File: src/hdl/amix_pkg.sv
// Shared types and constants for the two-source chunked audio mixer.
package amix_pkg;

  localparam int IN_SAMPLE_W = 16;
  localparam int SAMPLE_W    = 18;
  localparam int GAIN_W      = 16;
  localparam int ADDR_W      = 4;
  localparam int DATA_W      = 32;

  typedef enum logic [1:0] {
    CMD_PUSH_SYS = 2'd0,
    CMD_PUSH_MIC = 2'd1,
    CMD_FLUSH    = 2'd2,
    CMD_CLEAR    = 2'd3
  } cmd_e;

  typedef enum logic [1:0] {
    ORIGIN_MIX = 2'd0,
    ORIGIN_SYS = 2'd1,
    ORIGIN_MIC = 2'd2
  } origin_e;

  // Register word indexes (byte address / 4)
  localparam logic [1:0] REG_OUT_CHANNELS = 2'd0;
  localparam logic [1:0] REG_SYSTEM_GAIN  = 2'd1;
  localparam logic [1:0] REG_MIC_GAIN     = 2'd2;

  localparam logic [1:0]        OUT_CHANNELS_RESET = 2'd2;
  localparam logic [1:0]        OUT_CHANNELS_MONO  = 2'd1;
  localparam logic [GAIN_W-1:0] GAIN_UNITY         = 16'd4096;

  typedef struct packed {
    logic signed [SAMPLE_W-1:0] left;
    logic signed [SAMPLE_W-1:0] right;
  } entry_t;

  typedef struct packed {
    origin_e mode;
    logic    mono;
  } mix_ctrl_t;

endpackage

File: src/hdl/amix_gain_lane.sv
// One gain lane: Q1.15 sample times Q4.12 gain, rounded and saturated to Q3.15.
module amix_gain_lane (
  input  logic                                    clk,
  input  logic signed [amix_pkg::IN_SAMPLE_W-1:0] sample,
  input  logic        [amix_pkg::GAIN_W-1:0]      gain,
  output logic signed [amix_pkg::SAMPLE_W-1:0]    gained
);

  localparam int PROD_W  = amix_pkg::IN_SAMPLE_W + amix_pkg::GAIN_W + 1;
  localparam int SHIFT   = 12;
  localparam int SHIFT_W = PROD_W - SHIFT;

  localparam logic signed [SHIFT_W-1:0] Q315_MAX = SHIFT_W'(131071);
  localparam logic signed [SHIFT_W-1:0] Q315_MIN = -SHIFT_W'(131072);

  logic signed [PROD_W-1:0]  product;
  logic signed [PROD_W-1:0]  rounded;
  logic signed [SHIFT_W-1:0] shifted;

  always_ff @(posedge clk) begin
    product <= sample * $signed({1'b0, gain});
  end

  // Add half an LSB, then floor shift: round to nearest, halves up
  assign rounded = product + PROD_W'(2048);
  assign shifted = rounded[PROD_W-1:SHIFT];

  always_comb begin
    if (shifted > Q315_MAX) begin
      gained = amix_pkg::SAMPLE_W'(Q315_MAX);
    end else if (shifted < Q315_MIN) begin
      gained = amix_pkg::SAMPLE_W'(Q315_MIN);
    end else begin
      gained = shifted[amix_pkg::SAMPLE_W-1:0];
    end
  end

endmodule

File: config.mk
export PLATFORM = sky130hd
export DESIGN_NAME = amix_gain_lane
export DESIGN_NICKNAME = d
export VERILOG_FILES = /design/src/hdl/amix_pkg.sv /design/src/hdl/amix_gain_lane.sv
export SDC_FILE = /design/constraint.sdc
export NUM_CORES = 1
export LEC_CHECK = 0
export ABC_CLOCK_PERIOD_IN_PS = 6400
export BUFFER_PORTS_ARGS = -buffer_cell sky130_fd_sc_hd__buf_2
export CORE_ASPECT_RATIO = 0.7
export CORE_UTILIZATION = 55
export CTS_CLUSTER_SIZE = 24
export DETAILED_ROUTE_END_ITERATION = 12
export HOLD_SLACK_MARGIN = 0.03
export PLACE_DENSITY = 0.76
export REMOVE_ABC_BUFFERS = 1
export SLEW_MARGIN = 20
export SYNTH_ARGS = -nofsm -noshare
export SYNTH_HDL_FRONTEND = slang
export SYNTH_SLANG_ARGS = --single-unit
export TNS_END_PERCENT = 10
File: constraint.sdc
create_clock -name clk -period 6.4 [get_ports clk]
set_input_delay 0.64 -clock clk [delete_from_list [all_inputs] [get_ports clk]]
set_output_delay 0.64 -clock clk [all_outputs]
set_load 0.01 [all_outputs]
==> run metrics <==
post-route ant nets 0; pin count of the biggest net entering global routing 17; CP Class input port to register; Multi-input gate area 8190 um2; count leader, synth inv_1; vias per cell 5.39; Biggest register product; Async SR Flop Fraction 0%; share of layout cells above drive strength 1 10.9%; Die Y-Extent 113 um; Synth area leader fa_1; Worst EP required 6.57 ns; CP Data Arrival Time 6.33 ns; Die W 160 um; Tcrit/Tclk final 96.1%; Gate Count Post-Synth 1100; crit path max fanout 4; Yosys cell types 57; register area 440 um2; synth top area cells fa_1 40%, ha_1 16%, inv_1 9.3%; Core Rows 40; total core area 17200 um2; initial antenna violation count 0; synthesized flop and latch total 22; fill count 1480; max_cap viols 0; Remaining Overflow, GRT 0; Synth Area per Inst 8.79 um2; cell at the slowest stage of the critical path fa_1; vias 7486; initial DRC count 490; final wirelength 20700 um; input/output buffers 50; clk sink count 22; # IOs 51; critical-path cell list buf_2 -> and2_1 -> fa_1 -> inv_1 -> fa_1 -> fa_1 -> inv_1 -> fa_1 -> fa_1 -> inv_1 -> fa_1 -> inv_1 -> ha_1 -> a211o_1 -> a21o_1 -> a2111oi_4 -> buf_4 -> o31ai_1 -> a22o_1 -> a211oi_2 -> xnor2_1; HP Class input port to register; Area Overhead vs Synth 8.42%; biggest regs product (22); number of synthesized flops with an enable pin 0; initial core utilization 56.3%; Max Clk Rate 163 MHz; CP max stage delay 0.56 ns; diode count 0; min cycle time layout 6.15 ns; mapped cell area 9670 um2; crit path capture type register; vias in the first global route 7513; RSZ-0062 raised after global routing false; yosys warns 0; nets 1507; Worst-path clk slew 0.05 ns; Max Buffers Root-to-Sink 2; status finished clean; worst hold path depth 6; Critical Path Source Type input port; DRC viols 0; CTS root buf clkbuf_16; CP most frequent cell fa_1; Die Area 18100 um2; Slew @ Worst Pin 0.802 ns; Post-DP HPWL 18200 um; CTS tree built; first-pass GRT wire length 35300 um; 1st-pass router iterations 7; synth cell count leaders 240 x inv_1, 193 x fa_1, 144 x nand2_1; top-area cell type share of the netlist area 40.0%; RD Place Congestion 0.880; Final Hold Viols 0; dpl cell area 10400 um2; final setup fails 0; final instance area 10500 um2; Pins Over Slew Limit 0; max reg flops 22; H-tree lvl count 1; All-Layer GR Usage 23.9%; DR WL/cell 14.9 um; Main synth FF type dfxtp_1; sequential area share after synthesis 4.55%; Slew headroom 46.5%; total CTS buffers 3; setup_tns 0 ns
[routing by layer]
| metal | GRT usage (%) | part of all wire (%) | wire length, um | up-vias |
|---|---|---|---|---|
| li1 | - | - | - | 3470 |
| met1 | 34.4 | 45 | 9300 | 3727 |
| met2 | 40.0 | 47 | 9720 | 261 |
| met3 | 1.98 | 6.4 | 1310 | 28 |
| met4 | 4.44 | 1.5 | 320 | 0 |
| met5 | 0 | 0 | 0 | - |
[cells by family after synthesis]
kind of cell / after synthesis / share of synthesized area (%)
buffers and inverters: 279 / 11.1
xor gates and xnor gates: 38 / 3.44
DFF: 22 / 4.55
AOI/OAI and AO/OA: 100 / 7.05
muxes: 1 / 0.116
adders and majority gates: 313 / 55.5
and+or+nand+nor: 347 / 18.3
[cell type report]
class                   count  area share, %
repair buffers             94           5.54
inverters                 241           8.63
well taps                 231           2.76
multi-input cells         799           78.2
clock buffers               3          0.716
flip-flops and latches     22           4.20
[cells in the final DEF, fill, tap and decap left out, drive strengths merged, types with 2 or more instances in the layout]
cell type | netlist | final
a2111oi | 2 | 2
and3 | 8 | 8
a21o | 12 | 12
o31ai | 3 | 3
buf | 5 | 94
clkbuf | 33 | 3
dfxtp | 22 | 22
xnor2 | 25 | 25
inv | 241 | 241
nand4 | 7 | 7
a211oi | 4 | 4
and2 | 114 | 114
o21a | 3 | 3
nor3 | 6 | 6
a31oi | 2 | 2
nand3 | 18 | 18
o21ai | 16 | 16
nor2b | 2 | 2
a21oi | 40 | 40
nor2 | 29 | 29
a31o | 2 | 2
o21bai | 4 | 4
nand2b | 9 | 9
fa | 193 | 193
o211ai | 2 | 2
xor2 | 13 | 13
ha | 120 | 120
nand2 | 145 | 145
or3 | 2 | 2
[through the flow]
stage	setup WS (ns)	hold WS (ns)	util [%]	cells
2_1_floorplan	0.196	1.12	-	1062
3_3_place_gp	-0.0358	1.29	60.4	1387
3_5_place_dp	-0.122	1.30	60.4	1387
4_1_cts	0.0813	1.28	60.9	1390
5_1_grt	0.000835	1.33	61.1	1390
6_report	0.247	1.27	61.1	1390
[worst max-delay path: cells and delay by family]
family,cells,cell delay (ns)
fa+ha+maj,7,3.43
compound gates,6,1.41
buf+inv,6,0.53
simple gates,1,0.17
xor+xnor,1,0.15
[path summary, 6_finish.rpt]
| path | start | end |
|---|---|---|
| max | sample[6] | product[30] |
| min | sample[15] | product[32] |
[repair_timing]
item	CTS	global route
setup endpoints to repair	0	10
buffers inserted	0	0
hold buffers	0	0
resized for setup	0	5
Power is left out: the tool's default activity adds up to more than one toggle a clock period on the data nets, which glitch-free logic cannot reach.
