File: src/hdl/amix_pkg.sv
// Shared types and constants for the two-source chunked audio mixer.
package amix_pkg;

  localparam int IN_SAMPLE_W = 16;
  localparam int SAMPLE_W    = 18;
  localparam int GAIN_W      = 16;
  localparam int ADDR_W      = 4;
  localparam int DATA_W      = 32;

  typedef enum logic [1:0] {
    CMD_PUSH_SYS = 2'd0,
    CMD_PUSH_MIC = 2'd1,
    CMD_FLUSH    = 2'd2,
    CMD_CLEAR    = 2'd3
  } cmd_e;

  typedef enum logic [1:0] {
    ORIGIN_MIX = 2'd0,
    ORIGIN_SYS = 2'd1,
    ORIGIN_MIC = 2'd2
  } origin_e;

  // Register word indexes (byte address / 4)
  localparam logic [1:0] REG_OUT_CHANNELS = 2'd0;
  localparam logic [1:0] REG_SYSTEM_GAIN  = 2'd1;
  localparam logic [1:0] REG_MIC_GAIN     = 2'd2;

  localparam logic [1:0]        OUT_CHANNELS_RESET = 2'd2;
  localparam logic [1:0]        OUT_CHANNELS_MONO  = 2'd1;
  localparam logic [GAIN_W-1:0] GAIN_UNITY         = 16'd4096;

  typedef struct packed {
    logic signed [SAMPLE_W-1:0] left;
    logic signed [SAMPLE_W-1:0] right;
  } entry_t;

  typedef struct packed {
    origin_e mode;
    logic    mono;
  } mix_ctrl_t;

endpackage

File: src/hdl/amix_fifo.sv
// Frame FIFO for one source: memory with head and fill pointers, registered read.
module amix_fifo #(
  parameter int DEPTH = 32
) (
  input  logic                         clk,
  input  logic                         rst,
  input  logic                         clear,
  input  logic                         push,
  input  amix_pkg::entry_t             wdata,
  input  logic                         pop,
  output amix_pkg::entry_t             rdata,
  output logic [$clog2(DEPTH+1)-1:0]   fill
);

  localparam int HEAD_W = $clog2(DEPTH);
  localparam int FILL_W = $clog2(DEPTH + 1);
  localparam int SUM_W  = FILL_W + 1;

  amix_pkg::entry_t mem [DEPTH];

  logic [HEAD_W-1:0] head;
  logic [SUM_W-1:0]  wsum;
  logic [HEAD_W-1:0] waddr;
  logic              full;

  assign full = (fill == FILL_W'(DEPTH));
  assign wsum = SUM_W'(head) + SUM_W'(fill);

  // Sum stays below twice the depth: one subtract wraps it
  always_comb begin
    if (wsum >= SUM_W'(DEPTH)) begin
      waddr = HEAD_W'(wsum - SUM_W'(DEPTH));
    end else begin
      waddr = HEAD_W'(wsum);
    end
  end

  always_ff @(posedge clk) begin
    if (push && !full) begin
      mem[waddr] <= wdata;
    end
    if (pop) begin
      rdata <= mem[head];
    end
  end

  always_ff @(posedge clk) begin
    if (rst || clear) begin
      head <= '0;
      fill <= '0;
    end else if (push) begin
      // drop the frame when full
      if (!full) begin
        fill <= fill + FILL_W'(1);
      end
    end else if (pop) begin
      fill <= fill - FILL_W'(1);
      head <= (head == HEAD_W'(DEPTH - 1)) ? '0 : head + HEAD_W'(1);
    end
  end

endmodule

File: config.mk
export PLATFORM = sky130hd
export DESIGN_NAME = amix_fifo
export DESIGN_NICKNAME = d
export VERILOG_FILES = /design/src/hdl/amix_pkg.sv /design/src/hdl/amix_fifo.sv
export SDC_FILE = /design/constraint.sdc
export NUM_CORES = 1
export LEC_CHECK = 0
export BUFFER_PORTS_ARGS = -buffer_cell sky130_fd_sc_hd__buf_2
export CAP_MARGIN = 25
export CORE_ASPECT_RATIO = 0.9
export CORE_MARGIN = 2
export CORE_UTILIZATION = 55
export DETAILED_ROUTE_END_ITERATION = 12
export GPL_ROUTABILITY_DRIVEN = 0
export PLACE_DENSITY = 0.81
export SYNTH_ARGS = -nofsm -noshare
export SYNTH_HDL_FRONTEND = slang
export SYNTH_SLANG_ARGS = --single-unit
export TNS_END_PERCENT = 30
File: constraint.sdc
create_clock -name clk -period 5.9 [get_ports clk]
set_clock_uncertainty 0.05 [all_clocks]
set_input_delay 1.18 -clock clk [delete_from_list [all_inputs] [get_ports clk]]
set_output_delay 1.18 -clock clk [all_outputs]
set_load 0.02 [all_outputs]
==> results of run 1 <==
## worst max-delay path, stage by stage (launching register included)
cell,delay (ns)
dfxtp_4,0.78
buf_12,0.60
buf_12,0.76
mux4_2,0.41
nor2b_1,0.16
a21oi_1,0.28
nand4_1,0.26
## routing by layer
metal / wire (um) / GRT usage, % / vias up
met5: 0 / 0 / -
li1: - / - / 9750
met3: 11700 / 6.46 / 277
met2: 54700 / 42.7 / 1508
met1: 39800 / 33.6 / 12100
met4: 4370 / 10.3 / 0
## flip-flops by register name (all words and copies together), names as in the netlist
name	flops
head	5
fill	6
rdata	36
mem	1152
## placed cells by master (no fill, tap or decap), types with 5 or more instances in the layout
master	instances
a21o_1	5
a21oi_1	116
a22oi_1	109
buf_12	7
buf_2	82
buf_4	59
bufinv_16	13
clkbuf_1	22
clkbuf_16	107
clkinv_1	22
clkinv_2	17
clkinvlp_4	5
dfxtp_1	9
edfxtp_1	1188
ha_1	10
mux2i_1	291
mux4_2	144
nand2_1	45
nand3_1	79
nand4_1	37
nor2_1	10
nor2_4	35
nor2b_1	72
or3_1	5
xnor2_1	7
## through the flow
step	utilization, %	hold WS [ns]	instance area [um^2]	setup WS, ns	cells
after floorplan	-	0.527	46000	1.75	2324
final	62.3	0.514	51600	1.72	3666
after global placement	58.0	0.489	48000	1.89	3468
after global routing	62.3	0.527	51600	1.55	3666
after CTS	62.3	0.506	51600	1.81	3663
after detailed placement	58.0	0.497	48100	1.78	3469
## cell usage after synthesis, types with 3 or more instances
cell and instances:
dfxtp_1 11, xnor2_1 7, ha_1 10, mux4_2 144
buf_1 10, edfxtp_1 1188, xor2_1 3, a21o_1 5
buf_2 42, o21ai_0 3, nand3_1 79, a211oi_1 3
nor2_1 44, nand2_1 45, buf_4 18, nand4_1 37
a21oi_1 116, mux2i_1 291, buf_6 6, a22oi_1 109
nor3_1 3, inv_1 3, clkbuf_1 48, nor2b_1 74
or3_1 5
## cells by family after synthesis
kind of cell / count (synthesis) / synth area share (%)
xor gates and xnor gates: 10 / 0.190
adders and majority gates: 12 / 0.359
DFF: 1199 / 78.0
AOI/OAI and AO/OA: 241 / 3.29
buffers and inverters: 129 / 1.41
muxes: 435 / 13.4
and+or+nand+nor: 298 / 3.37
## final cells by class
cell class	instances	area, um^2
antenna	3	7.51
sequential	1199	35900
clock buffer	130	2770
multi-input combinational	996	9750
fill	5470	31300
inverter	4	15.0
clock inverter	64	723
timing repair buffer	148	993
tap	1122	1400
## power by group
part | internal (W) | switching [W] | total, W
Combinational | 0.000150 | 0.000384 | 0.000534
Clock | 0.00393 | 0.00305 | 0.00698
Sequential | 0.00947 | 0.0000371 | 0.00951
## how the worst max path moves through the flow
stage	start	end	slack (ns)	cells past startpoint
after floorplan	push	mem[10][0]$_DFFE_PP_	1.75	5
after global placement	push	mem[26][21]$_DFFE_PP_	1.89	6
after detailed placement	push	mem[26][21]$_DFFE_PP_	1.78	6
after CTS	head[0]$_SDFFE_PP0P_	mem[26][27]$_DFFE_PP_	1.81	8
after global routing	head[0]$_SDFFE_PP0P_	mem[26][27]$_DFFE_PP_	1.55	8
final	head[1]$_SDFFE_PP0P_	rdata[14]$_DFFE_PP_	1.72	6
==> results by group, run 1 <==
Drt
  – Detailed-route DRC error count: 0
  – Routed Wire Length: 111000 um
  – Wire per inst: 30.2 um
  – Via count: 23700
  – TritonRoute pass-1 iters: 5
  – Vias per std cell: 6.46
  – DRT antenna net count: 0
  – Initial DRC Count: 3193

Clock network
  – CTS tree: yes
  – CTS Buf Count: 106
  – CTS Buffer Depth: 3
  – Post-CTS Setup Repair Bufs: 0
  – Clock sinks: 1199
  – H-tree Lvls: 3
  – Cell at the root of the clock tree: clkbuf_16
  – Worst skew pair latency: 0.70 ns
  – Post-cts sizing count: 0
  – Hold_buf cts: 0
  – CTS clk-pin slew, worst paths: 0.07 ns

Global routing
  – Number of antenna violations at the first check in global routing: 4
  – Grt ovf: 0
  – Global-route wire length before repair: 161000 um
  – Largest net degree at the start of global routing: 159
  – Vias in the first global route: 24200
  – GRT Total Usage: 26.0%

STA
  – Max Slew Vio Count: 0
  – Unrepaired setup endpoints after global routing: no
  – Max-slew headroom: 19.3%
  – Worst slew pin tran: 1.21 ns
  – Period minus WS final: 4.18 ns
  – Final hold vios: 0
  – Peak Freq: 0.239 GHz
  – Final period util: 70.9%
  – # setup viols final: 0
  – Final TNS setup: 0 ns

Setup path
  – Required time of the worst setup path: 6.22 ns
  – Cell count of the worst reg-to-reg path: 6
  – Worst EP arrival: 4.50 ns
  – Reg2Reg Setup Slack: 1.72 ns
  – Crit Reg-Reg Startpoint: head[1]$_SDFFE_PP0P_
  – Crit. End Element: register
  – Reg2Reg Capture Point: rdata[14]$_DFFE_PP_
  – Path type of the worst setup path: reg2reg
  – Critical Path Source Type: register
  – CP max FO: 158

Placement
  – Dpl hpwl: 60000 um
  – Port Buf Inserts: 82

Flow run
  – Max cap viols: 0

Logic synthesis
  – Top cells by area, synth: edfxtp_1 78%, mux4_2 7.0%, mux2i_1 6.3%
  – Synthesis-stage register bit count: 1199
  – Number of flops mapped to enable cells by yosys: 1188
  – Synthesized cell area: 46000 um^2
  – Sequential fraction of the synthesis area: 78.0%
  – Ys Warns: 0
  – Share of the synthesized area in the top cell type: 77.5%
  – Largest area contributor in the netlist: edfxtp_1
  – Syn_area_per_cell: 19.8 um^2
  – Main flop type after synthesis: edfxtp_1
  – Synth cell types: 43
  – Async SR Flop Fraction: 0%
  – Synth Instances: 2324
  – Net Count, Synth: 2377

Floorplan
  – Die Ht: 278 um
  – Die ar.: 86000 um^2
  – I/O pins: 83
  – Core area: 82800 um^2
  – FP Rows: 100
  – DIE WIDTH: 309 um
  – Starting Density: 55.6%

Cells and area
  – Layout cells sized above 1: 19.3%
  – NumNets Final: 2508
  – P&R area growth vs syn: 12.1%

Status
  – Status: complete, no violations

Worst hold path
  – Worst Hold Class: reg2reg
  – Hold path cells: 2
  – Worst hold start: fill[2]$_SDFFE_PP0P_
  – Worst hold endpoint: fill[2]$_SDFFE_PP0P_

Power
  – Pwr/cell area: 330 nW/um^2
  – Leak: 15.5 nW
  – Worst VDD drop: 353 uV
  – Tot Pwr: 0.0170 W
Power figures use the tool's default switching activity.
==> inputs of run 2 (changes only) <==
clock period = 3.9 ns   (was 5.9 ns; I/O delays follow)
==> run 2 against run 1 <==
Compared with the run above:
- setup slack got worse by 1.3 ns
- global-route usage increased by 0.42 points
- sequential power increased by 51%
- core utilization is 0.35 points higher
- sequential cell count unchanged
- clock-buffer cell count down 3
- via count rose by 0.87%
- final area is 0.56% higher
- largest power group unchanged
==> results by group, run 2 (same netlist as run 1, synthesis figures left out) <==
Cells and area
  – P&R area growth vs syn: 12.7%
  – NumNets Final: 2527 (+0.76%)
  – Top reg by flops: mem
  – Fillers: 5437 (-0.60%)
  – Most frequent cells in the layout: 1188 x edfxtp_1, 291 x mux2i_1, 144 x mux4_2
  – Biggest regs: mem: 1152 flops, rdata: 36 flops, fill: 6 flops
  – Multi-input gate area: 9750 um^2 (unchanged)
  – Final std cells w/o fill: 3688 (+0.60%)
  – Reg area: 35900 um^2 (unchanged)
  – Layout cells sized above 1: 20.2% (+0.85 points)
  – Util after Layout: 62.6% (+0.35 points)
  – Commonest non-fill, non-tap cell in the layout: edfxtp_1
  – Max reg flops: 1152 (unchanged)

STA
  – Period minus WS final: 3.50 ns (-0.679 ns)
  – Max Slew Vio Count: 0 (unchanged)
  – Peak Freq: 0.286 GHz (+19%)
  – Final period util: 89.8% (+19 points)
  – Unrepaired setup endpoints after global routing: no
  – Worst slew pin tran: 1.11 ns (-0.101 ns)
  – Final hold vios: 0 (unchanged)
  – # setup viols final: 0 (unchanged)
  – Max-slew headroom: 26.1% (+6.7 points)

Global routing
  – Number of antenna violations at the first check in global routing: 4 (unchanged)
  – Global-route wire length before repair: 164000 um (+2.1%)
  – GRT Total Usage: 26.4% (+0.42 points)
  – Grt ovf: 0 (unchanged)
  – Largest net degree at the start of global routing: 129 (-19%)
  – Vias in the first global route: 24200 (-0.35%)

Setup path
  – Crit Reg-Reg Startpoint: head[0]$_SDFFE_PP0P_
  – Cell count of the worst reg-to-reg path: 8 (+2)
  – Reg2Reg Setup Slack: 0.40 ns (-1.32 ns)
  – Critical Path End: mem[24][8]$_DFFE_PP_
  – Required time of the worst setup path: 4.18 ns (-2.04 ns)
  – Crit. End Element: register
  – Worst EP arrival: 3.78 ns (-0.72 ns)
  – Critical Path Source Type: register
  – Path type of the worst setup path: reg2reg
  – Worst Setup SP: head[0]$_SDFFE_PP0P_
  – CP max FO: 23 (-85%)
  – Reg2Reg Capture Point: mem[24][8]$_DFFE_PP_

Power
  – Pwr/cell area: 497 nW/um^2 (+51%)
  – Worst VDD drop: 580 uV (+64%)
  – Leak: 15.6 nW (+0.82%)

Clock network
  – CTS clk-pin slew, worst paths: 0.06 ns (about the same)
  – Clock sinks: 1199 (unchanged)
  – Post-CTS Setup Repair Bufs: 0 (unchanged)
  – Cell at the root of the clock tree: clkbuf_16
  – Post-cts sizing count: 0 (unchanged)
  – H-tree Lvls: 3 (unchanged)
  – CTS Buf Count: 109 (+2.8%)
  – Hold_buf cts: 0 (unchanged)
  – Worst skew pair latency: 0.72 ns (+0.02 ns)
  – CTS Buffer Depth: 3 (unchanged)
  – CTS tree: yes

Placement
  – Port Buf Inserts: 82 (unchanged)
  – Dpl hpwl: 61900 um (+3.2%)
  – DP Cell Count: 3485 (+0.46%)

Drt
  – Wire per inst: 30.5 um (+1.1%)
  – Routed Wire Length: 112000 um (+1.7%)
  – TritonRoute pass-1 iters: 5 (unchanged)
  – Vias per std cell: 6.47 (+0.27%)
  – Via count: 23900 (+0.87%)
  – Detailed-route DRC error count: 0 (unchanged)
  – DRT antenna net count: 0 (unchanged)
  – Initial DRC Count: 3812 (+19%)

Floorplan
  – DIE WIDTH: 309 um (unchanged)
  – Die Ht: 278 um (unchanged)
  – I/O pins: 83 (unchanged)
  – Starting Density: 55.6% (unchanged)
  – Die ar.: 86000 um^2 (unchanged)
  – FP Rows: 100 (unchanged)
  – Core area: 82800 um^2 (unchanged)

Flow run
  – Max cap viols: 0 (unchanged)

Worst hold path
  – Worst Hold Class: in2reg

Status
  – Status: complete, no violations
[run 2: worst min path at each step]
stage / startpoint / to / slack [ns] / cells past startpoint
after floorplan: head[4]$_SDFFE_PP0P_ / head[4]$_SDFFE_PP0P_ / 0.53 / 3
after global placement: fill[2]$_SDFFE_PP0P_ / fill[2]$_SDFFE_PP0P_ / 0.49 / 2
after detailed placement: fill[2]$_SDFFE_PP0P_ / fill[2]$_SDFFE_PP0P_ / 0.48 / 2
after CTS: rst / fill[4]$_SDFFE_PP0P_ / 0.31 / 4
after global routing: clear / fill[4]$_SDFFE_PP0P_ / 0.37 / 4
final: rst / fill[4]$_SDFFE_PP0P_ / 0.35 / 4
[run 2: stage by stage]
stage / instance area, um^2 / TNS, ns / setup WS [ns] / hold WS (ns) / total power, W
floorplan: 46000 / -56.25 / -0.115 / 0.527 / 0.0150
global route: 51900 / 0 / 0.196 / 0.374 / 0.0264
finish: 51900 / 0 / 0.398 / 0.353 / 0.0258
CTS: 51900 / 0 / 0.416 / 0.307 / 0.0259
global placement: 48300 / 0 / 0.517 / 0.486 / 0.0154
detailed placement: 48300 / 0 / 0.497 / 0.479 / 0.0155
[run 2: power by group]
group	internal [W]	switching (W)	total (W)
registers	0.0143	0.0000588	0.0144
clock network	0.00583	0.00474	0.0106
logic	0.000229	0.000610	0.000839
[run 2: layout make-up]
class | instances | share of cell area, %
repair buffers | 164 | 2.44
inverters | 4 | 0.0289
clock inverters | 73 | 1.31
flip-flops and latches | 1199 | 69.2
clock buffers | 127 | 5.47
diodes | 3 | 0.0145
well taps | 1122 | 2.71
multi-input cells | 996 | 18.8
[run 2: routing by layer]
layer	global-route usage, %	wire length (um)	vias to the layer above
met2	41.8	54500	1652
li1	-	-	9785
met4	9.91	4040	4
met5	0	27	-
met1	36.3	41600	12200
met3	5.91	12400	262
[run 2: worst max-delay path, cell delays in order, from the launching register on]
cell and delay [ns]:
dfxtp_4 0.47, ha_1 0.28, fa_1 0.44, a21o_1 0.19, a21oi_2 0.18, xor2_1 0.35, nand3_1 0.43, nor2_4 0.25
buf_4 0.42
