$ cat src/hdl/amix_pkg.sv
// Shared types and constants for the two-source chunked audio mixer.
package amix_pkg;

  localparam int IN_SAMPLE_W = 16;
  localparam int SAMPLE_W    = 18;
  localparam int GAIN_W      = 16;
  localparam int ADDR_W      = 4;
  localparam int DATA_W      = 32;

  typedef enum logic [1:0] {
    CMD_PUSH_SYS = 2'd0,
    CMD_PUSH_MIC = 2'd1,
    CMD_FLUSH    = 2'd2,
    CMD_CLEAR    = 2'd3
  } cmd_e;

  typedef enum logic [1:0] {
    ORIGIN_MIX = 2'd0,
    ORIGIN_SYS = 2'd1,
    ORIGIN_MIC = 2'd2
  } origin_e;

  // Register word indexes (byte address / 4)
  localparam logic [1:0] REG_OUT_CHANNELS = 2'd0;
  localparam logic [1:0] REG_SYSTEM_GAIN  = 2'd1;
  localparam logic [1:0] REG_MIC_GAIN     = 2'd2;

  localparam logic [1:0]        OUT_CHANNELS_RESET = 2'd2;
  localparam logic [1:0]        OUT_CHANNELS_MONO  = 2'd1;
  localparam logic [GAIN_W-1:0] GAIN_UNITY         = 16'd4096;

  typedef struct packed {
    logic signed [SAMPLE_W-1:0] left;
    logic signed [SAMPLE_W-1:0] right;
  } entry_t;

  typedef struct packed {
    origin_e mode;
    logic    mono;
  } mix_ctrl_t;

endpackage

$ cat src/hdl/amix_merge.sv
// Merging stage: sums the two source frames with a Q1.15 clamp or passes one through; mono zeroes the right.
module amix_merge (
  input  amix_pkg::mix_ctrl_t                   ctrl,
  input  amix_pkg::entry_t                      sys_entry,
  input  amix_pkg::entry_t                      mic_entry,
  output logic signed [amix_pkg::SAMPLE_W-1:0]  left,
  output logic signed [amix_pkg::SAMPLE_W-1:0]  right
);

  localparam int SUM_W = amix_pkg::SAMPLE_W + 1;
  localparam logic signed [SUM_W-1:0] MIX_MAX = SUM_W'(32767);
  localparam logic signed [SUM_W-1:0] MIX_MIN = -SUM_W'(32768);

  logic signed [SUM_W-1:0]             sum_l;
  logic signed [SUM_W-1:0]             sum_r;
  logic signed [amix_pkg::SAMPLE_W-1:0] clamp_l;
  logic signed [amix_pkg::SAMPLE_W-1:0] clamp_r;
  logic signed [amix_pkg::SAMPLE_W-1:0] pick_r;

  function automatic logic signed [amix_pkg::SAMPLE_W-1:0] clamp_mix(
    input logic signed [SUM_W-1:0] v
  );
    logic signed [amix_pkg::SAMPLE_W-1:0] res;
    if (v > MIX_MAX) begin
      res = amix_pkg::SAMPLE_W'(MIX_MAX);
    end else if (v < MIX_MIN) begin
      res = amix_pkg::SAMPLE_W'(MIX_MIN);
    end else begin
      res = v[amix_pkg::SAMPLE_W-1:0];
    end
    return res;
  endfunction

  assign sum_l   = SUM_W'(sys_entry.left) + SUM_W'(mic_entry.left);
  assign sum_r   = SUM_W'(sys_entry.right) + SUM_W'(mic_entry.right);
  assign clamp_l = clamp_mix(sum_l);
  assign clamp_r = clamp_mix(sum_r);

  always_comb begin
    unique case (ctrl.mode)
      amix_pkg::ORIGIN_MIX: begin
        left   = clamp_l;
        pick_r = clamp_r;
      end
      amix_pkg::ORIGIN_SYS: begin
        left   = sys_entry.left;
        pick_r = sys_entry.right;
      end
      amix_pkg::ORIGIN_MIC: begin
        left   = mic_entry.left;
        pick_r = mic_entry.right;
      end
      default: begin
        left   = '0;
        pick_r = '0;
      end
    endcase
    right = ctrl.mono ? '0 : pick_r;
  end

endmodule

$ cat config.mk
export PLATFORM = sky130hd
export DESIGN_NAME = amix_merge
export DESIGN_NICKNAME = d
export VERILOG_FILES = /design/src/hdl/amix_pkg.sv /design/src/hdl/amix_merge.sv
export SDC_FILE = /design/constraint.sdc
export NUM_CORES = 1
export LEC_CHECK = 0
export ABC_AREA = 1
export BUFFER_PORTS_ARGS = -buffer_cell sky130_fd_sc_hd__buf_2
export CAP_MARGIN = 20
export CORE_ASPECT_RATIO = 0.9
export CORE_MARGIN = 1
export CORE_UTILIZATION = 40
export DETAILED_ROUTE_END_ITERATION = 10
export PLACE_DENSITY = 0.73
export SKIP_LAST_GASP = 1
export SYNTH_ARGS = -nofsm -noshare
export SYNTH_HDL_FRONTEND = slang
export SYNTH_SLANG_ARGS = --single-unit
$ cat constraint.sdc
create_clock -name vclk -period 4.5
set_clock_uncertainty 0.15 [all_clocks]
set_input_delay 0.9 -clock vclk [all_inputs]
set_output_delay 0.9 -clock vclk [all_outputs]
set_load 0.1 [all_outputs]
==> results of run 1 <==
## cell usage after synthesis, types with 2 or more instances
master	number	share of area [%]
ha_1	36	14
fa_1	2	1.3
o21ai_0	16	2.5
a31oi_1	8	1.6
nor2_1	27	3.2
and3_1	3	0.59
nor4_1	2	0.39
buf_6	2	0.71
nand3_1	58	9.1
nand4_1	9	1.8
o22ai_1	2	0.39
inv_2	3	0.35
buf_2	2	0.31
xor2_1	15	4.1
nand3b_1	3	0.71
nand2_4	2	0.71
nand3_2	2	0.63
nand2_1	252	30
xnor2_1	10	2.7
o21bai_1	2	0.47
a21oi_2	3	0.82
a21oi_1	46	7.2
inv_1	97	11
o211ai_1	2	0.47
nand2_2	10	2.0
clkbuf_1	11	1.3
## layer usage
metal | global-route usage (%) | vias to the layer above
met5 | 0 | -
met4 | 2.985 | 0
met3 | 2.105 | 18
met2 | 44.55 | 180
met1 | 37.08 | 1938
li1 | - | 2213
## layout make-up
class | count | area (sq um)
fillers | 763 | 3052
inverters | 101 | 379.1
multi-input cells | 515 | 2923
well taps | 96 | 120.1
repair buffers | 118 | 1146
## power by group through the flow
| stage | clock [W] | sequential, W | combinational (W) |
|---|---|---|---|
| 3_3_place_gp | 0 | 0 | 0.000961 |
| 5_1_grt | 0 | 0 | 0.00107 |
| 6_report | 0 | 0 | 0.000995 |
| 3_5_place_dp | 0 | 0 | 0.000969 |
| 4_1_cts | 0 | 0 | 0.000973 |
| 2_1_floorplan | 0 | 0 | 0.000672 |
## how the worst max path moves through the flow
stage,endpoint
after floorplan,right[15]
after global placement,right[0]
after detailed placement,left[9]
after CTS,left[3]
after global routing,left[8]
final,right[17]
## critical path, cell delays in order
cell	delay, ns
buf_2	0.12
ha_4	0.16
inv_1	0.05
fa_1	0.39
nand3b_1	0.18
nand2_2	0.11
nand2_1	0.07
nand2_2	0.11
nand2_2	0.06
nand2_2	0.10
nand2_2	0.08
nand2_1	0.08
nand2_1	0.09
nand2_4	0.12
nand2_1	0.14
a31oi_1	0.32
buf_12	0.22
## kinds of logic after synthesis
family                     after synthesis
buffers and inverters                  118
adders and majority gates               38
and+or+nand+nor                        371
AOI/OAI and AO/OA                       81
xor gates and xnor gates                25
## metrics by stage
step	cell area, sq um	hold slack (ns)	total power [W]	instances
final	4568	2.133	0.0009952	830
after CTS	4506	2.136	0.0009735	829
after detailed placement	4506	2.135	0.0009694	829
after global placement	4506	2.128	0.0009612	829
after floorplan	3329	2.004	0.0006717	633
after global routing	4568	2.156	0.001067	830
## what timing repair did
| action | 4_1_cts | 5_1_grt |
|---|---|---|
| endpoints found under the setup margin | 0 | 33 |
| endpoints found under the hold margin | 0 | 0 |
| gates resized for setup | 0 | 12 |
| buffers inserted | 0 | 1 |
==> impl_metrics.yaml, run 1 <==
setup_path:
  crit_start: "sys_entry[0]"
  worstSetupEndpointType: "primary output"
  critPathRequiredTime_ns: 3.45
  critPathKind: "in2out"
  start_kind: "primary input"
  arrival_ns: 3.28
  cp_max_fo: 4
layout:
  area_growth_pct: 43.01
  seqCellArea_sq_um: 0
  clock_buffers: 0
  finalNetCount: 849
  drive_gt1_share_pct: 22.48
  final_common_cell: "nand2_1"
  finish.utilization_pct: 59.95
  diodes: 0
  seq_cells: 0
  final_cell_mix: "nand2_1 (248), inv_1 (97), buf_2 (76)"
yosys:
  synthCells: 633
  yosysWarnings: 0
  synthXorXnorAreaFrac_pct: 6.855
  syn_area_sq_mm: 0.003194
  synth_area_per_cell_sq_um: 5.046
  synth_compound_area_share_pct: 13.94
  synthSimpleGateAreaFrac_pct: 49.31
  syn_nets: 746
  synth_top_family_by_area: "simple AND/OR/NAND/NOR gates"
  synth_adder_area_share_pct: 15.35
  synth_seq_area_share_pct: 0
  synthMuxAreaShare_pct: 0
  synth_cell_types: 34
clock_tree:
  ctsHoldBuffers: 0
power_and_ir_drop:
  switching_share_pct: 66.00
  irDropWorstVdd_uv: 155.1
  seqPwrFrac_pct: 0
  clkPwrFrac_pct: 0
  p_per_area_mw_per_mm2: 217.9
  p_int_w: 0.0003384
  switchingPower_w: 0.0006568
  power_frac_comb_pct: 100.0
  power.leakage_nw: 2.518
routing:
  topRoutingLayerUsed: "met4"
  wl_met1_microns: 5267
  ant_nets: 0
  dr.pass1.iters: 5
  viasPerCell: 5.240
  drc_errors: 0
  wl_microns: 11160
  wl_per_cell_microns: 13.44
  detail_route.iter0.violations: 240
  wl_met3_microns: 738
  vias: 4349
  met2_wirelength_microns: 5017
min_path:
  min_from: "sys_entry[16]"
  hold_end: "right[16]"
  hold_path_depth: 4
  hp-class: "in2out"
placed_design:
  hpwlAfterDp_microns: 8997
  port_buffers: 111
  dp_slack_ns: 0.03511
  gp_congestion: 0.8940
timing:
  finalCritPeriodShare_pct: 96.31
  min_period_ns: 4.334
  worst_slack_ns: 0.1660
  worstMarginPinSlew_ns: 0.8038
  tns_ns: 0
  drv_slew: 0
  grt_setup_unrepaired: "true"
  setup_viol: 0
  max_slew_margin_pct: 46.41
  fmax_ghz: 0.2307
  hold_viol: 0
global_routing:
  antenna_found_initial: 0
  grtUsageTotal_pct: 26.31
  overflow: 0
  grt_pass1_wl_microns: 17870
  grt_max_degree: 38
  first_global_vias: 3943
floorplan:
  core_sq_mm: 0.007620
  die_w_microns: 96.20
  rows: 30
  start_util_pct: 41.92
  dieArea_sq_mm: 0.008347
  ioPinCount: 111
  die_y_microns: 86.78
outcome:
  status: "finished, final reports clean"
job:
  drv_cap: 0
Note: power is estimated with default switching activity, not from simulation.
==> run 2: changes to the inputs <==
- ABC_AREA: 1 -> unset
- PLACE_DENSITY: 0.73 -> 0.75
==> run 2 against run 1 <==
- the flow now finishes with violations (setup timing)
- largest cell class unchanged
- synthesized cell count down 35%
- non-clock buffer count is 85 higher
- clock-buffer cell count did not move
- highest routed layer unchanged
- first-iteration DRC count increased by 98%
- global-route usage increased by 3.9 points
- critical endpoint is now right[8]
- via count increased by 2.7%
- worst setup slack lost 0.48 ns
- combinational power grew 22%
- final cell count fell by 18%
- sequential cell count unchanged
- fmax down 9.9%
- core utilization rose by 21 points
==> impl_metrics.yaml, run 2 <==
global_routing:
  grtUsageTotal_pct: 30.22
  use_met3_pct: 1.852
  globalRouteMet1Util_pct: 39.83
  busiest_layer: "met2"
  grt_pass1_wl_microns: 18600
  overflow: 0
  met2_usage_pct: 53.64
  first_global_vias: 3964
  grt_max_degree: 17
  antenna_found_initial: 0
setup_path:
  worstSetupEndpointType: "primary output"
  critPathKind: "in2out"
  cp_slowest_cell: "o32ai_4"
  arrival_ns: 3.76
  max_stage_delay_ns: 0.48
  cp_max_fo: 5
  start_kind: "primary input"
  crit_chain: "buf_2 > ha_2 > nand4_1 > o221ai_4 > nor2_1 > a21oi_1 > mux2i_2 > o32ai_4 > buf_6 > nand4_1 > a31oi_4 > buf_12"
  critPathRequiredTime_ns: 3.45
  cpMostUsedCell: "nand4_1"
floorplan:
  dieArea_sq_mm: 0.007385
  core_sq_mm: 0.006691
  rows: 28
  die_y_microns: 81.63
  start_util_pct: 42.11
  ioPinCount: 111
  die_w_microns: 90.47
layout:
  diodes: 0
  area_growth_pct: 93.25
  finish.utilization_pct: 81.38
  final_common_cell: "buf_4"
  final_cell_mix: "buf_4 (85), buf_2 (69), a21oi_1 (36)"
  seqCellArea_sq_um: 0
  drive_gt1_share_pct: 51.53
  seq_cells: 0
  finalNetCount: 705
  clock_buffers: 0
yosys:
  yosysTopAreaCellShare_pct: 15.99
  synth_area_per_cell_sq_um: 6.889
  ys_top_cells_by_area: "ha_1 (16%), a21oi_1 (7.5%), a22oi_1 (5.9%)"
  synthTopCellsByCount: "a21oi_1 (42), ha_1 (36), nor2_1 (31), o21ai_0 (30), nand2_1 (26)"
  synth_most_common_cell: "a21oi_1"
  yosysWarnings: 0
  synth_top_cell_by_area: "ha_1"
  synthCells: 409
  syn_nets: 522
  synth_seq_area_share_pct: 0
  syn_area_sq_mm: 0.002818
  synth_cell_types: 69
timing:
  max_slew_margin_pct: 54.73
  grt_setup_unrepaired: "true"
  finalCritPeriodShare_pct: 106.9
  worst_slack_ns: -0.3109
  drv_slew: 0
  tns_ns: -4.634
  worstMarginPinSlew_ns: 0.6784
  min_period_ns: 4.811
  setup_viol: 29
  hold_viol: 0
  fmax_ghz: 0.2079
routing:
  dr.pass1.iters: 6
  drc_errors: 0
  ant_nets: 0
  wl_microns: 14520
  viasPerCell: 6.569
  detail_route.iter0.violations: 474
  vias: 4467
  wl_per_cell_microns: 21.35
clock_tree:
  ctsHoldBuffers: 0
power_and_ir_drop:
  irDropWorstVdd_uv: 128.8
  p_per_area_mw_per_mm2: 222.0
  power.leakage_nw: 2.269
  p_total_w: 0.001209
  switchingPower_w: 0.0007205
  clkPwrFrac_pct: 0
  switching_share_pct: 59.61
  seqPwrFrac_pct: 0
  power_frac_comb_pct: 100.0
  p_int_w: 0.0004883
min_path:
  hp-class: "in2out"
placed_design:
  gp_congestion: 1.006
  port_buffers: 111
  hpwlAfterDp_microns: 8994
job:
  drv_cap: 0
outcome:
  status: "complete, but fails checks"
  violations: "setup timing"
[run 2: changes by cell type in the layout (fill, tap and decap cells not counted), sizes merged, moves of 9 or more]
cell,before,now
buf,118,201
nand2b,0,12
o21ai,17,34
a21o,0,11
nand3,60,16
inv,100,17
o21a,0,9
nand2,264,26
a22oi,0,22
[run 2: final timing paths]
path	from	to	slack [ns]	cells past startpoint
hold / removal	ctrl[0]	right[16]	2.09	3
setup / recovery	mic_entry[7]	right[8]	-0.31	12
[run 2: kinds of logic after synthesis]
logic type      count (synthesis)  synth area share (%)
mux                             2                0.7105
compound gates                189                 46.76
xor+xnor                       24                 7.727
buf+inv                        39                 6.394
fa+ha+maj                      38                 17.41
simple gates                  117                 21.00
[run 2: layout make-up]
cell class         count  area, sq um
fillers              374         1246
repair buffers       203         1827
well taps             90        112.6
multi-input cells    370         3442
inverters             17        63.81
[run 2: metal layers]
metal  part of all wire [%]  wire length, microns
met1                     37                  5444
met2                     48                  6939
met3                     10                  1518
met4                    4.3                   619
met5                      0                     0
[run 2: what timing repair did]
action                                  CTS  global route
buffers inserted                          6            15
endpoints found under the setup margin   32            33
resized for setup                        64            57
cloned                                    1             0
pin swaps                                40            32
[run 2: worst max-delay path, delay by kind of cell]
| kind | cells | cell delay (ns) |
|---|---|---|
| and+or+nand+nor | 3 | 0.50 |
| adders and majority gates | 1 | 0.38 |
| muxes | 1 | 0.16 |
| buffers and inverters | 3 | 0.52 |
| AOI/OAI and AO/OA | 4 | 1.29 |
[run 2: power groups by stage]
stage / Combinational, W / Clock, W / Sequential [W]
floorplan: 0.000652 / 0 / 0
global placement: 0.000984 / 0 / 0
finish: 0.00121 / 0 / 0
detailed placement: 0.000999 / 0 / 0
CTS: 0.00107 / 0 / 0
global route: 0.00125 / 0 / 0
[run 2: through the flow]
| step | instances | hold slack (ns) | instance area, sq um | setup WS (ns) |
|---|---|---|---|---|
| after floorplan | 409 | 1.816 | 3098 | -0.7947 |
| after global placement | 658 | 2.097 | 4624 | -0.1751 |
| after detailed placement | 658 | 2.108 | 4624 | -0.2842 |
| after CTS | 665 | 2.078 | 5004 | -0.1482 |
| after global routing | 680 | 2.094 | 5445 | -0.4022 |
| final | 680 | 2.085 | 5445 | -0.3109 |
==> run 3: changes to the inputs <==
- REMOVE_ABC_BUFFERS: unset -> 1
==> run 3 against run 2 <==
- the run still ends with setup timing left
- total power is 2.7% lower
- core utilization fell by 2.6 points
- fmax rose by 2.2%
- sequential share of layout area did not move
- worst setup slack gained 0.10 ns
- cell area down 3.2%
==> impl_metrics.yaml, run 3 (synthesized netlist as in run 2, its figures left out) <==
timing:
  worst_slack_ns: -0.2095
  grt_setup_unrepaired: "true"
  min_period_ns: 4.709
  worstMarginPinSlew_ns: 1.123
  hold_viol: 0
  max_slew_margin_pct: 25.16
  fmax_ghz: 0.2123
  setup_viol: 32
  finalCritPeriodShare_pct: 104.7
  drv_slew: 0
floorplan:
  core_sq_mm: 0.006691
  die_w_microns: 90.47
  dieArea_sq_mm: 0.007385
  ioPinCount: 111
  start_util_pct: 42.11
  die_y_microns: 81.63
  rows: 28
power_and_ir_drop:
  irDropWorstVdd_uv: 176.2
  p_per_area_mw_per_mm2: 223.2
  clkPwrFrac_pct: 0
  p_total_w: 0.001176
  power.leakage_nw: 2.164
  switchingPower_w: 0.0007070
  power_frac_comb_pct: 100.0
  p_int_w: 0.0004688
  seqPwrFrac_pct: 0
  switching_share_pct: 60.13
layout:
  drive_gt1_share_pct: 51.39
  seq_cells: 0
  final_common_cell: "buf_4"
  finalNetCount: 689
  seqCellArea_sq_um: 0
  final_cell_mix: "buf_4 (68), buf_2 (67), a21oi_1 (35)"
  area_growth_pct: 86.99
  clock_buffers: 0
  diodes: 0
setup_path:
  cp.depth: 14
  crit_family: "compound AO/OA/AOI/OAI gates"
  cp_max_fo: 8
  critPathBufInv: 4
  critPathKind: "in2out"
  crit_end: "right[8]"
  cp_slowest_cell: "fa_2"
  crit_chain: "buf_8 > ha_4 > inv_2 > fa_2 > nand2b_4 > a21o_1 > a31o_4 > o31a_1 > o21a_4 > o32ai_4 > buf_6 > nand4_1 > a31oi_4 > buf_12"
  critPathRequiredTime_ns: 3.45
  start_kind: "primary input"
  max_stage_delay_ns: 0.35
  worstSetupEndpointType: "primary output"
  arrival_ns: 3.66
  crit_start: "sys_entry[0]"
routing:
  drc_errors: 0
  ant_nets: 0
  vias: 4355
  wl_per_cell_microns: 21.49
  wl_microns: 14270
  viasPerCell: 6.559
  detail_route.iter0.violations: 373
  dr.pass1.iters: 5
global_routing:
  grt_pass1_wl_microns: 19460
  antenna_found_initial: 0
  grt_max_degree: 18
  first_global_vias: 4057
  overflow: 0
  grtUsageTotal_pct: 32.00
placed_design:
  port_buffers: 111
  hpwlAfterDp_microns: 8880
  dp_slack_ns: -0.4593
  gp_congestion: 0.9508
job:
  drv_cap: 0
clock_tree:
  ctsHoldBuffers: 0
min_path:
  hp-class: "in2out"
outcome:
  status: "complete, but fails checks"
  violations: "setup timing"
-- run 3: changes by cell type in the layout (fill, tap and decap cells not counted), sizes merged --
| cell | previous run | this run |
|---|---|---|
| buf | 201 | 182 |
| clkbuf | 2 | 4 |
| nand2b | 12 | 13 |
-- run 3: power groups by stage --
stage | registers [W] | logic [W] | clock network [W]
6_report | 0 | 0.00118 | 0
5_1_grt | 0 | 0.00122 | 0
4_1_cts | 0 | 0.00104 | 0
3_5_place_dp | 0 | 0.000947 | 0
3_3_place_gp | 0 | 0.000931 | 0
2_1_floorplan | 0 | 0.000594 | 0
-- run 3: layer usage --
layer	wire, microns	vias up	part of all wire [%]	GRT usage (%)
met2	6801	324	48	57.27
met3	1270	84	8.9	4.167
met4	772	0	5.4	13.87
met5	0	-	0	0
li1	-	1899	-	-
met1	5427	2048	38	38.87
-- run 3: how the worst min path moves through the flow --
stage                  start   endpoint  slack (ns)  cells past startpoint
4_1_cts        sys_entry[18]    left[0]        2.07                      4
3_3_place_gp         ctrl[0]  right[16]        2.11                      3
6_report             ctrl[0]  right[16]        2.04                      3
3_5_place_dp         ctrl[0]  right[15]        2.12                      3
2_1_floorplan        ctrl[0]  right[15]        1.99                      1
5_1_grt              ctrl[0]  right[16]        2.06                      3
-- run 3: area by class of cell --
| class | instances | area [sq um] |
|---|---|---|
| repair buffers | 186 | 1697 |
| well taps | 90 | 112.6 |
| fillers | 403 | 1423 |
| inverters | 17 | 63.81 |
| multi-input cells | 371 | 3396 |
-- run 3: per-stage QoR --
stage / std cells / hold slack, ns / cell area [sq um] / TNS [ns] / util [%]
after floorplan: 387 / 1.988 / 2701 / -36.43 / -
final: 664 / 2.036 / 5269 / -2.618 / 78.74
after CTS: 658 / 2.065 / 4840 / -0.2658 / 72.33
after global routing: 664 / 2.060 / 5269 / -4.860 / 78.74
after detailed placement: 648 / 2.123 / 4273 / -8.869 / 63.86
after global placement: 648 / 2.111 / 4273 / -4.929 / 63.86
-- run 3: what timing repair did --
item                                    4_1_cts  5_1_grt
resized for setup                            97       74
gates cloned                                  1        0
endpoints found under the setup margin       36       36
pin swaps                                    35       41
buffers inserted                              9        6
